==> src/rtl/core/tgc_pkg.sv <==
// Shared constants and types for the touch gesture classifier.
package tgc_pkg;

    localparam int unsigned COORD_MAX = 4096;
    localparam int unsigned COORD_W   = 16;

    // Configuration register indexes
    localparam int unsigned CFG_IDX_W      = 8;
    localparam logic [CFG_IDX_W-1:0] CFG_STEP_DISTANCE  = 8'd0;
    localparam logic [CFG_IDX_W-1:0] CFG_STEPS_NEEDED   = 8'd1;
    localparam logic [CFG_IDX_W-1:0] CFG_SWIPE_DISTANCE = 8'd2;
    localparam logic [CFG_IDX_W-1:0] CFG_LONG_PRESS     = 8'd3;
    localparam int unsigned CFG_DATA_W     = 12;

    // Gesture flag bits
    localparam int unsigned FLG_RIGHT   = 0;
    localparam int unsigned FLG_LEFT    = 1;
    localparam int unsigned FLG_SWDOWN  = 2;
    localparam int unsigned FLG_UP      = 3;
    localparam int unsigned FLG_LONG    = 4;
    localparam int unsigned FLG_SHORT   = 5;
    localparam int unsigned FLG_INHIBIT = 6;
    localparam int unsigned FLG_DOWN    = 7;

    localparam logic [7:0] FLAGS_DOWN_ONLY  = 8'h80;
    localparam logic [7:0] FLAGS_INHIBIT    = 8'h40;
    localparam logic [7:0] FLAGS_SHORT      = 8'h20;
    localparam logic [7:0] MASK_NO_SHORT    = 8'hDF;
    localparam logic [7:0] MASK_ACTIVE      = 8'hC0;
    localparam logic [7:0] MASK_GESTURE     = 8'h5F;
    localparam logic [7:0] FLAGS_SW_RIGHT   = 8'h81;
    localparam logic [7:0] FLAGS_SW_LEFT    = 8'h82;
    localparam logic [7:0] FLAGS_SW_DOWN    = 8'h84;
    localparam logic [7:0] FLAGS_SW_UP      = 8'h88;

    typedef struct packed {
        logic [7:0] flags;
        logic [7:0] amount;
        logic       invalid;
    } t_result;

endpackage

==> src/rtl/core/touch_gesture_classifier.sv <==
// Touch gesture classifier: one sample in, one flag/amount result out.
//
// Usage:
//   Input stream (s_axis): one request per touch sample. tuser carries the
//   mode (0 touch sample, 1 inhibit request); tdata carries pressed, pos_x
//   and pos_y from bit 0 up. Output stream (m_axis): one result per request,
//   tdata = gesture_flags then move_amount, tuser = invalid mark.
//   Config channel (i_cfg_*): writes step_distance (0), steps_needed (1),
//   swipe_distance (2), long_press_count (3); other indexes are dropped.
//   Always ready; write only while the block is idle.
//   Timing: the result is registered and valid in the cycle after its request is taken.
//   Throughput: one request per cycle while the receiver keeps up. All
//   classification is a single pass of compares and small counters from the
//   accepted request into the result register and the gesture state.
//   Stall: the result register holds while m_axis_tready is low and the
//   input accepts again in the cycle the result is taken, so a stalled
//   receiver backs up into s_axis_tready.
//   Reset (i_rst_n low, synchronous): clears gesture state and output valid,
//   and loads the configuration defaults 5, 8, 40, 100.
module touch_gesture_classifier (
    input  logic                          i_clk,
    input  logic                          i_rst_n,
    input  logic                          s_axis_tvalid,
    output logic                          s_axis_tready,
    input  logic [39:0]                   s_axis_tdata,  // [0] pressed, [16:1] pos_x, [32:17] pos_y
    input  logic [0:0]                    s_axis_tuser,  // [0] mode
    output logic                          m_axis_tvalid,
    input  logic                          m_axis_tready,
    output logic [15:0]                   m_axis_tdata,  // [7:0] gesture_flags, [15:8] move_amount
    output logic [0:0]                    m_axis_tuser,  // [0] invalid
    input  logic                          i_cfg_valid,
    output logic                          o_cfg_ready,
    input  logic [tgc_pkg::CFG_IDX_W-1:0] i_cfg_index,
    input  logic [tgc_pkg::CFG_DATA_W-1:0] i_cfg_data
);
    import tgc_pkg::*;

    // configuration
    logic [7:0]  r_step_dist;
    logic [3:0]  r_steps_needed;
    logic [11:0] r_swipe_dist;
    logic [7:0]  r_long_cnt;

    // gesture state
    logic [7:0]  r_flags, n_flags;
    logic [3:0]  r_x_steps, n_x_steps;
    logic [3:0]  r_y_steps, n_y_steps;
    logic [7:0]  r_still, n_still;
    logic [15:0] r_last_x, n_last_x;
    logic [15:0] r_last_y, n_last_y;
    logic [15:0] r_anchor_x, n_anchor_x;
    logic [15:0] r_anchor_y, n_anchor_y;

    // result register
    logic        r_out_valid;
    t_result     r_out, n_out;

    logic        in_fire;
    logic        in_mode, in_pressed;
    logic [15:0] in_x, in_y;

    assign in_mode    = s_axis_tuser[0];
    assign in_pressed = s_axis_tdata[0];
    assign in_x       = s_axis_tdata[16:1];
    assign in_y       = s_axis_tdata[32:17];

    // output register frees in the cycle it is taken
    assign s_axis_tready = !r_out_valid || m_axis_tready;
    assign in_fire       = s_axis_tvalid && s_axis_tready;
    assign o_cfg_ready   = 1'b1;

    assign m_axis_tvalid = r_out_valid;
    assign m_axis_tdata  = {r_out.amount, r_out.flags};
    assign m_axis_tuser  = r_out.invalid;

    // per-sample helpers
    logic [7:0]  flags_ns;       // flags with short pulse dropped
    logic [15:0] adx, ady;
    logic        step_x, step_y;
    logic [8:0]  still_sum;
    logic [17:0] dx, dy, ndx, ndy, swipe_s;
    logic        sx_ok, sy_ok, coord_bad;

    always_comb begin
        flags_ns  = r_flags & MASK_NO_SHORT;
        adx       = (r_last_x >= in_x) ? r_last_x - in_x : in_x - r_last_x;
        ady       = (r_last_y >= in_y) ? r_last_y - in_y : in_y - r_last_y;
        step_x    = adx >= {8'd0, r_step_dist};
        step_y    = ady >= {8'd0, r_step_dist};
        still_sum = {1'b0, r_still} + {8'd0, !step_x} + {8'd0, !step_y};
        dx        = {2'b00, in_x} - {2'b00, r_anchor_x};
        dy        = {2'b00, in_y} - {2'b00, r_anchor_y};
        ndx       = -dx;
        ndy       = -dy;
        swipe_s   = {6'd0, r_swipe_dist};
        // step counts before this sample's advance decide a swipe
        sx_ok     = r_x_steps >= r_steps_needed;
        sy_ok     = r_y_steps >= r_steps_needed;
        coord_bad = (in_x > 16'(COORD_MAX)) || (in_y > 16'(COORD_MAX));
    end

    always_comb begin
        n_flags    = r_flags;
        n_x_steps  = r_x_steps;
        n_y_steps  = r_y_steps;
        n_still    = r_still;
        n_last_x   = r_last_x;
        n_last_y   = r_last_y;
        n_anchor_x = r_anchor_x;
        n_anchor_y = r_anchor_y;
        n_out      = '{flags: 8'd0, amount: 8'd0, invalid: 1'b0};

        if (in_mode) begin
            n_flags   = FLAGS_INHIBIT;
            n_x_steps = '0;
            n_y_steps = '0;
            n_still   = '0;
        end else if (in_pressed) begin
            n_flags = flags_ns;
            if (flags_ns[FLG_DOWN]) begin
                if (step_x && r_x_steps < r_steps_needed) n_x_steps = r_x_steps + 4'd1;
                if (step_y && r_y_steps < r_steps_needed) n_y_steps = r_y_steps + 4'd1;
                n_still = still_sum[8] ? 8'hFF : still_sum[7:0];
            end
            n_last_x = in_x;
            n_last_y = in_y;
            priority if ((flags_ns & MASK_ACTIVE) == 8'd0) begin
                if (coord_bad) begin
                    n_out.invalid = 1'b1;
                end else begin
                    n_flags    = FLAGS_DOWN_ONLY;
                    n_x_steps  = '0;
                    n_y_steps  = '0;
                    n_still    = '0;
                    n_anchor_x = in_x;
                    n_anchor_y = in_y;
                end
            end else if ((flags_ns & MASK_GESTURE) != 8'd0) begin
                n_anchor_x = in_x;
                n_anchor_y = in_y;
            end else if (!dx[17] && dx >= swipe_s && sx_ok) begin
                n_flags[FLG_RIGHT] = 1'b1;
            end else if (!ndx[17] && ndx >= swipe_s && sx_ok) begin
                n_flags[FLG_LEFT] = 1'b1;
            end else if (!dy[17] && dy >= swipe_s && sy_ok) begin
                n_flags[FLG_SWDOWN] = 1'b1;
            end else if (!ndy[17] && ndy >= swipe_s && sy_ok) begin
                n_flags[FLG_UP] = 1'b1;
            end else if (n_still > r_long_cnt) begin
                n_flags[FLG_LONG] = 1'b1;
            end else begin
                // still held, nothing classified yet
            end
            // amount against the anchor as left by this sample
            if (!n_out.invalid) begin
                unique case (n_flags)
                    FLAGS_SW_RIGHT: n_out.amount = 8'(in_x - n_anchor_x);
                    FLAGS_SW_LEFT:  n_out.amount = 8'(n_anchor_x - in_x);
                    FLAGS_SW_DOWN:  n_out.amount = 8'(in_y - n_anchor_y);
                    FLAGS_SW_UP:    n_out.amount = 8'(n_anchor_y - in_y);
                    default:        n_out.amount = 8'd0;
                endcase
            end
        end else begin
            // release: clears flags and counters, short pulse after a plain press
            n_flags   = 8'd0;
            n_x_steps = '0;
            n_y_steps = '0;
            n_still   = '0;
            if (flags_ns[FLG_DOWN] && (flags_ns & MASK_GESTURE) == 8'd0) begin
                n_flags      = FLAGS_SHORT;
                n_out.amount = 8'd1;
            end
        end
        n_out.flags = n_flags;
    end

    always_ff @(posedge i_clk) begin
        if (!i_rst_n) begin
            r_step_dist    <= 8'd5;
            r_steps_needed <= 4'd8;
            r_swipe_dist   <= 12'd40;
            r_long_cnt     <= 8'd100;
        end else if (i_cfg_valid) begin
            unique case (i_cfg_index)
                CFG_STEP_DISTANCE:  r_step_dist    <= i_cfg_data[7:0];
                CFG_STEPS_NEEDED:   r_steps_needed <= i_cfg_data[3:0];
                CFG_SWIPE_DISTANCE: r_swipe_dist   <= i_cfg_data;
                CFG_LONG_PRESS:     r_long_cnt     <= i_cfg_data[7:0];
                default: ;
            endcase
        end
    end

    always_ff @(posedge i_clk) begin
        if (!i_rst_n) begin
            r_flags     <= '0;
            r_x_steps   <= '0;
            r_y_steps   <= '0;
            r_still     <= '0;
            r_last_x    <= '0;
            r_last_y    <= '0;
            r_anchor_x  <= '0;
            r_anchor_y  <= '0;
            r_out_valid <= 1'b0;
        end else begin
            if (in_fire) begin
                r_flags     <= n_flags;
                r_x_steps   <= n_x_steps;
                r_y_steps   <= n_y_steps;
                r_still     <= n_still;
                r_last_x    <= n_last_x;
                r_last_y    <= n_last_y;
                r_anchor_x  <= n_anchor_x;
                r_anchor_y  <= n_anchor_y;
                r_out_valid <= 1'b1;
            end else if (m_axis_tready) begin
                r_out_valid <= 1'b0;
            end
        end
    end

    // result payload, no reset needed
    always_ff @(posedge i_clk) begin
        if (in_fire) begin
            r_out <= n_out;
        end
    end

`ifndef SYNTHESIS
    // an inhibit request always yields inhibit-only flags
    a_inhibit_result: assert property (@(posedge i_clk) disable iff (!i_rst_n)
        in_fire && in_mode |=> r_out_valid && r_out.flags == FLAGS_INHIBIT)
        else $error("inhibit request did not produce inhibit flags");

    // a rejected first press never reports an active gesture
    a_invalid_idle: assert property (@(posedge i_clk) disable iff (!i_rst_n)
        r_out_valid && r_out.invalid |-> (r_out.flags & MASK_ACTIVE) == 8'd0
            && r_out.amount == 8'd0)
        else $error("invalid result with active flags or amount");

    // short pulse carries amount one and nothing else
    a_short_pulse: assert property (@(posedge i_clk) disable iff (!i_rst_n)
        r_out_valid && r_out.flags[FLG_SHORT] |-> r_out.flags == FLAGS_SHORT
            && r_out.amount == 8'd1)
        else $error("malformed short press result");
`endif

endmodule

==> config.mk <==
export PLATFORM = sky130hd
export DESIGN_NAME = touch_gesture_classifier
export DESIGN_NICKNAME = d
export VERILOG_FILES = /design/src/rtl/core/tgc_pkg.sv /design/src/rtl/core/touch_gesture_classifier.sv
export SDC_FILE = /design/constraint.sdc
export NUM_CORES = 1
export LEC_CHECK = 0
export ABC_AREA = 1
export BUFFER_PORTS_ARGS = -buffer_cell sky130_fd_sc_hd__clkbuf_2
export CORE_ASPECT_RATIO = 0.7
export CORE_MARGIN = 5
export CORE_UTILIZATION = 55
export DETAILED_ROUTE_END_ITERATION = 16
export PLACE_DENSITY = 0.76
export SETUP_SLACK_MARGIN = 0.05
export SKIP_CTS_REPAIR_TIMING = 1
export SYNTH_ARGS = -nofsm -noshare
export SYNTH_HDL_FRONTEND = slang
export SYNTH_SLANG_ARGS = --single-unit
==> constraint.sdc <==
create_clock -name i_clk -period 7.4 [get_ports i_clk]
set_input_delay 1.48 -clock i_clk [delete_from_list [all_inputs] [get_ports i_clk]]
set_output_delay 1.48 -clock i_clk [all_outputs]
set_load 0.005 [all_outputs]
Word-level counts from Yosys, hierarchy flattened
Index checks and enable logic that the tools add are counted.

Register bits after elaboration: 138. Input bits: 66. Output and inout port bits: 20. Logic and storage cells: 150.

$add $sub $neg: 16. Magnitude comparators: 15. Eq/ne operators: 7. Muxes and demuxes: 62. Bitwise operators: 2. Reductions and logical operators: 32.

Operator list (count): $mux W16 (12); $mux W8 (13); $ge A18 B12 Y1 (4); $sub A16 B16 Y16 (4); $mux W4 (13); $neg A18 Y18 (2); $sub A16 B16 Y17 (2); $eq A8 B8 Y1 const B (4); $ge A16 B16 Y1 (2); $ge A16 B8 Y1 (2); $gt A16 B13 Y1 const B (2); $pmux W8 S4 (1); $sub A8 B8 Y8 (4); $logic_not A8 Y1 (3); $mux W5 (4); $eq A8 B2 Y1 const B (2); $mux W1 (13); $logic_and A1 B1 Y1 (12); $mux W3 (4); $add A8 B1 Y9 (1); $add A9 B1 Y9 (1); $add A4 B1 Y4 const B (2); $eq A8 B1 Y1 const B (1); $ge A4 B4 Y1 (2); other kinds (12) (24).

Depth between registers and ports, before layout
Depth after elaboration: 24. Gate-level depth with buffers: 49. Depth with buffers taken out: 48.

Worst setup path before layout
Ideal clock, no wire load.

Path type: input port to flip-flop. Start: input s_axis_tdata[7]. End: register r_out (netlist bit m_axis_tdata[8]), data pin. Data arrival time: 7.161 ns. Data required time: 7.147 ns. Setup slack: -0.014 ns. Stages on the path: 49. Path buffers: 1. Cells stage by stage: inv_1 ha_1 nand2_1 nor2_1 inv_1 o21ai_0 nand2_1 nand3_2 buf_2 nand2_1 o21ai_0 xnor2_1 inv_1 ha_1 o21ai_0 nand2_1 a21oi_1 o21bai_1 [13 not listed] ha_1 inv_1 nor2_1 nor2_1 o21ai_0 a21oi_1 o311ai_0 nand4_1 nor2_1 nand3_2 nand3_4 inv_2 nand3_4 nand2_2 nand2_1 nand2_1 nand3_1 nand2_1.

Longest elaborated chain between the ends: 24. Elaborated cells between the ends (all ways): 63. Those cells by class: 10 x add/sub; 6 x order compare; 4 x eq/ne; 35 x mux; 8 x reduce/logical.

RTL lines: from (decl) (RTL line touch_gesture_classifier.sv:25) `input logic [39:0] s_axis_tdata,`; $sub A16 B16 Y16 or $ge A16 B16 Y1 (tied branches) (RTL line touch_gesture_classifier.sv:86) `adx = (r_last_x >= in_x) ? r_last_x - in_x : in_x - r_last_x;`; $mux W16 (RTL line touch_gesture_classifier.sv:86); $ge A16 B8 Y1 (RTL line touch_gesture_classifier.sv:88) `step_x = adx >= {8'd0, r_step_dist};`; $logic_not A1 Y1 (RTL line touch_gesture_classifier.sv:90) `still_sum = {1'b0, r_still} + {8'd0, !step_x} + {8'd0, !step_y};`; $add A8 B1 Y9 (RTL line touch_gesture_classifier.sv:90); $add A9 B1 Y9 (RTL line touch_gesture_classifier.sv:90); $mux W8 (RTL line touch_gesture_classifier.sv:123) `n_still = still_sum[8] ? 8'hFF : still_sum[7:0];`; $mux W8 (RTL line touch_gesture_classifier.sv:120) `if (flags_ns[FLG_DOWN]) begin`; [8 not listed]; $mux W5 (RTL line touch_gesture_classifier.sv:138) `end else if ((flags_ns & MASK_GESTURE) != 8'd0) begin`; $mux W5 (RTL line touch_gesture_classifier.sv:127) `priority if ((flags_ns & MASK_ACTIVE) == 8'd0) begin`; $mux W5 (RTL line touch_gesture_classifier.sv:118) `end else if (in_pressed) begin`; $mux W5 (RTL line touch_gesture_classifier.sv:113) `if (in_mode) begin`; $eq A8 B8 Y1 (RTL line touch_gesture_classifier.sv:156) `unique case (n_flags)`; $pmux W8 S4 (RTL line touch_gesture_classifier.sv:156); $mux W8 (*) (RTL line touch_gesture_classifier.sv:155) `if (!n_out.invalid) begin`; $mux W8 (*) (RTL line touch_gesture_classifier.sv:118); to (signal assigned) (RTL line touch_gesture_classifier.sv:226) `r_out <= n_out;`; to (decl) (RTL line touch_gesture_classifier.sv:56) `t_result r_out, n_out;`.

Every way passes the cells marked *; elsewhere a longest branch is shown, timed or not. The select of a mux whose other input is x is not followed. A chain may end at the register's enable or synchronous reset.

Worst setup path in the final report
Start: input s_axis_tdata[4]. End: register r_out (netlist bit m_axis_tdata[15]), data pin.

Same word-level chain as after synthesis.

==> run_results.csv <==
group,metric,value,unit
outcome,status,"finished with violations",
outcome,violations,"setup timing",
route,drtAntennaViolNets,0,
route,drt_iter0_markers,1314,
clock_tree,htreeDepth,4,
route,dr.pass1.iters,5,
worst_setup_path,cpMaxStageDelayCell,"fa_2",
logic_synthesis,async_reset_ff_share,0,%
min_path,hold_path.startpoint,"r_anchor_y[14]",
final_layout,syn_to_final_growth,21.45,%
place,numPortBuffers,77,
final_layout,stdcell_area,18230,sq um
route,num_vias,16190,
place,place_inst,2908,
clock_tree,cts_tree,"done",
logic_synthesis,synth.distinct_cells,57,
place,gp_congestion,1.015,
global_route,track_usage,29.43,%
logic_synthesis,ys_ff_latch,137,
worst_setup_path,cpMostUsedCell,"nor2_1",
timing,slew_viol_final,0,
worst_setup_path,cp.required,7.58,ns
pwr,p_leak,9.255,nW
min_path,hp-class,"flop to flop",
flow_run,cap_violations,0,
clock_tree,clk_pin_slew_worst_paths,0.07,ns
final_layout,layout_common_cells,"487 x nand2_1, 384 x inv_1, 235 x a21oi_1",
clock_tree,clkLatencyLatePin,0.45,ns
worst_setup_path,reg2reg_from,"r_last_x[0]",
die,start_util,55.93,%
timing,holdWs,0.4673,ns
clock_tree,numCtsBuffers,17,
worst_setup_path,cp_max_fo,8,
global_route,grt-ovfl-total,0,
logic_synthesis,synth_nets,2582,
final_layout,fillerInstances,2330,
route,wl,47130,um
die,num_rows,50,
worst_setup_path,regToRegEndpoint,"m_axis_tdata[15]",
timing,tns,-1.885,ns
logic_synthesis,synthCells,2300,
route,drc,0,
min_path,holdPathStages,2,
worst_setup_path,worst_setup_path_end_kind,"flop",
die,die_x,207.5,um
logic_synthesis,synth_edf_count,17,
final_layout,finalNonFillerCells,2945,
place,pre_cts_ws,-1.002,ns
logic_synthesis,syn-cell-area,15010,sq um
global_route,antenna_found_initial,0,
die,die_area,30750,sq um
final_layout,layout-drive-gt1-share,18.33,%
pwr,power,2.792,mW
logic_synthesis,yosys.area.top_type,"ha_1",
final_layout,n_antenna_cell,0,
worst_setup_path,path_class,"primary input to flop",
logic_synthesis,ys_warn_count,0,
timing,clock_skew,0.01095,ns
logic_synthesis,seq_area_frac_synth,19.40,%
route,vias_per_cell,5.498,
place,place_hpwl,37680,um
clock_tree,clockBufferDepth,2,
worst_setup_path,worst_setup_path_start_kind,"primary input",
global_route,grt_max_degree,84,
worst_setup_path,r2r_slack,0.43,ns
pwr,peakVddDrop,192.5,uV
logic_synthesis,synth_top_area_share,17.09,%
logic_synthesis,ys.flop_type,"dfxtp_1",
die,die_h,148.2,um
min_path,hold_end,"r_anchor_y[14]",
final_layout,finalNetCount,2850,
timing,tightest_slew,1.015,ns
route,routedWlPerCell,16.00,um
timing,setup_viol,8,
final_layout,layout_commonest_cell,"nand2_1",
clock_tree,clock-root-buffer,"clkbuf_16",
pwr,power.density,153.1,nW/um^2
final_layout,utilization,67.93,%
global_route,grt_pass1_wl,74490,um
timing,slew_headroom,32.19,%
worst_setup_path,reg2regPathDepth,47,
timing,finalWorstSetupSlack,-0.2969,ns
timing,hold_viol_final,0,
timing,period_share,104.0,%
clock_tree,clock-sinks,137,
global_route,grt_pass1_vias,15110,
logic_synthesis,avgSynthCellArea,6.526,sq um
worst_setup_path,cp.arrival,7.88,ns
timing,fmaxAchievable,0.1299,GHz
logic_synthesis,synthTopCellsByArea,"ha_1 17%, dfxtp_1 16%, nand2_1 12%",
timing,layout_min_cycle_time,7.697,ns
die,fp.coreArea,26840,sq um
timing,rsz0062_at_grt,"yes",
worst_setup_path,cp_slowest_stage_delay,0.34,ns
place,dpl-instance-area,17280,sq um
die,ios,86,
==> synthesized netlist by cell type, types with 3 or more instances <==
master / n
nand2_1: 492
inv_1: 390
a21oi_1: 243
ha_1: 205
nor2_1: 155
o21ai_0: 150
dfxtp_1: 120
nand3_1: 95
xor2_1: 45
clkbuf_1: 43
nand4_1: 37
nor3_1: 29
xnor2_1: 25
a211oi_1: 23
nand2_2: 21
inv_2: 20
edfxtp_1: 17
o211ai_1: 16
o21a_1: 15
a21o_1: 14
nand3b_1: 13
nand3_2: 12
fa_1: 11
nor2_2: 11
nor2_4: 9
a31oi_1: 7
o21ai_1: 7
a21boi_0: 6
nand4_2: 6
o21bai_1: 6
o22ai_1: 6
nand2_4: 5
and2_1: 4
a21boi_1: 3
buf_2: 3
clkinv_1: 3
mux2i_1: 3
o2111ai_1: 3
o221ai_1: 3
o311ai_0: 3
==> metal layers <==
| layer | track usage [%] | wire length [um] | up-vias | share of wire (%) |
|---|---|---|---|---|
| met4 | 9.349 | 1292 | 0 | 2.7 |
| met5 | 0 | 0 | - | 0 |
| met3 | 5.334 | 3619 | 85 | 7.7 |
| met1 | 40.53 | 21870 | 7407 | 46 |
| met2 | 47.17 | 20350 | 620 | 43 |
| li1 | - | - | 8081 | - |
==> flip-flops by register name, summed over array words and instances, names as in the netlist, 7 cells and up <==
name          cells
m_axis_tdata     16
r_anchor_x       16
r_anchor_y       16
r_flags           7
r_last_x         16
r_last_y         16
r_long_cnt        8
r_step_dist       8
r_still           8
r_swipe_dist     12
==> worst max path at each step <==
stage,start,endpoint,cells after the start
after global routing,s_axis_tdata[4],m_axis_tdata[15],47
after global placement,s_axis_tdata[1],m_axis_tdata[8],48
after CTS,s_axis_tdata[1],m_axis_tdata[14],48
final,s_axis_tdata[4],m_axis_tdata[15],47
after floorplan,s_axis_tdata[7],m_axis_tdata[8],49
after detailed placement,s_axis_tdata[1],m_axis_tdata[14],48
==> final cells by class <==
class | instances | area, sq um | share of cell area [%]
tap | 364 | 455.4 | 2.498
inverter | 413 | 1558 | 8.545
timing repair buffer | 297 | 2062 | 11.31
sequential | 137 | 2913 | 15.98
multi-input combinational | 1702 | 10630 | 58.30
clock inverter | 14 | 162.7 | 0.8922
clock buffer | 18 | 450.4 | 2.471
==> power breakdown <==
| group | switching, mW | internal, mW |
|---|---|---|
| Sequential | 0.0172 | 0.776 |
| Clock | 0.412 | 0.503 |
| Combinational | 0.651 | 0.434 |
| Total | 1.08 | 1.71 |
==> worst max-delay path, delay by kind of cell <==
kind | cells | cell delay (ns)
compound gates | 16 | 2.35
simple gates | 17 | 1.95
fa+ha+maj | 5 | 1.18
buf+inv | 8 | 0.77
xor+xnor | 1 | 0.13
==> cells by family (layout without fill, tap and decap cells) <==
group                    after synthesis  count (layout)  share of synthesized area, %
AO/OA/AOI/OAI                        512             512                         19.00
XOR/XNOR                              70              70                         4.084
adder cells (fa/ha/maj)              216             216                         18.55
buffers and inverters                461             742                         11.63
flip-flops                           137             137                         19.40
multiplexers                           3               3                        0.2001
other                                  1               1                       0.02498
AND/OR/NAND/NOR                      900             900                         27.10
Power figures use the tool's default switching activity.
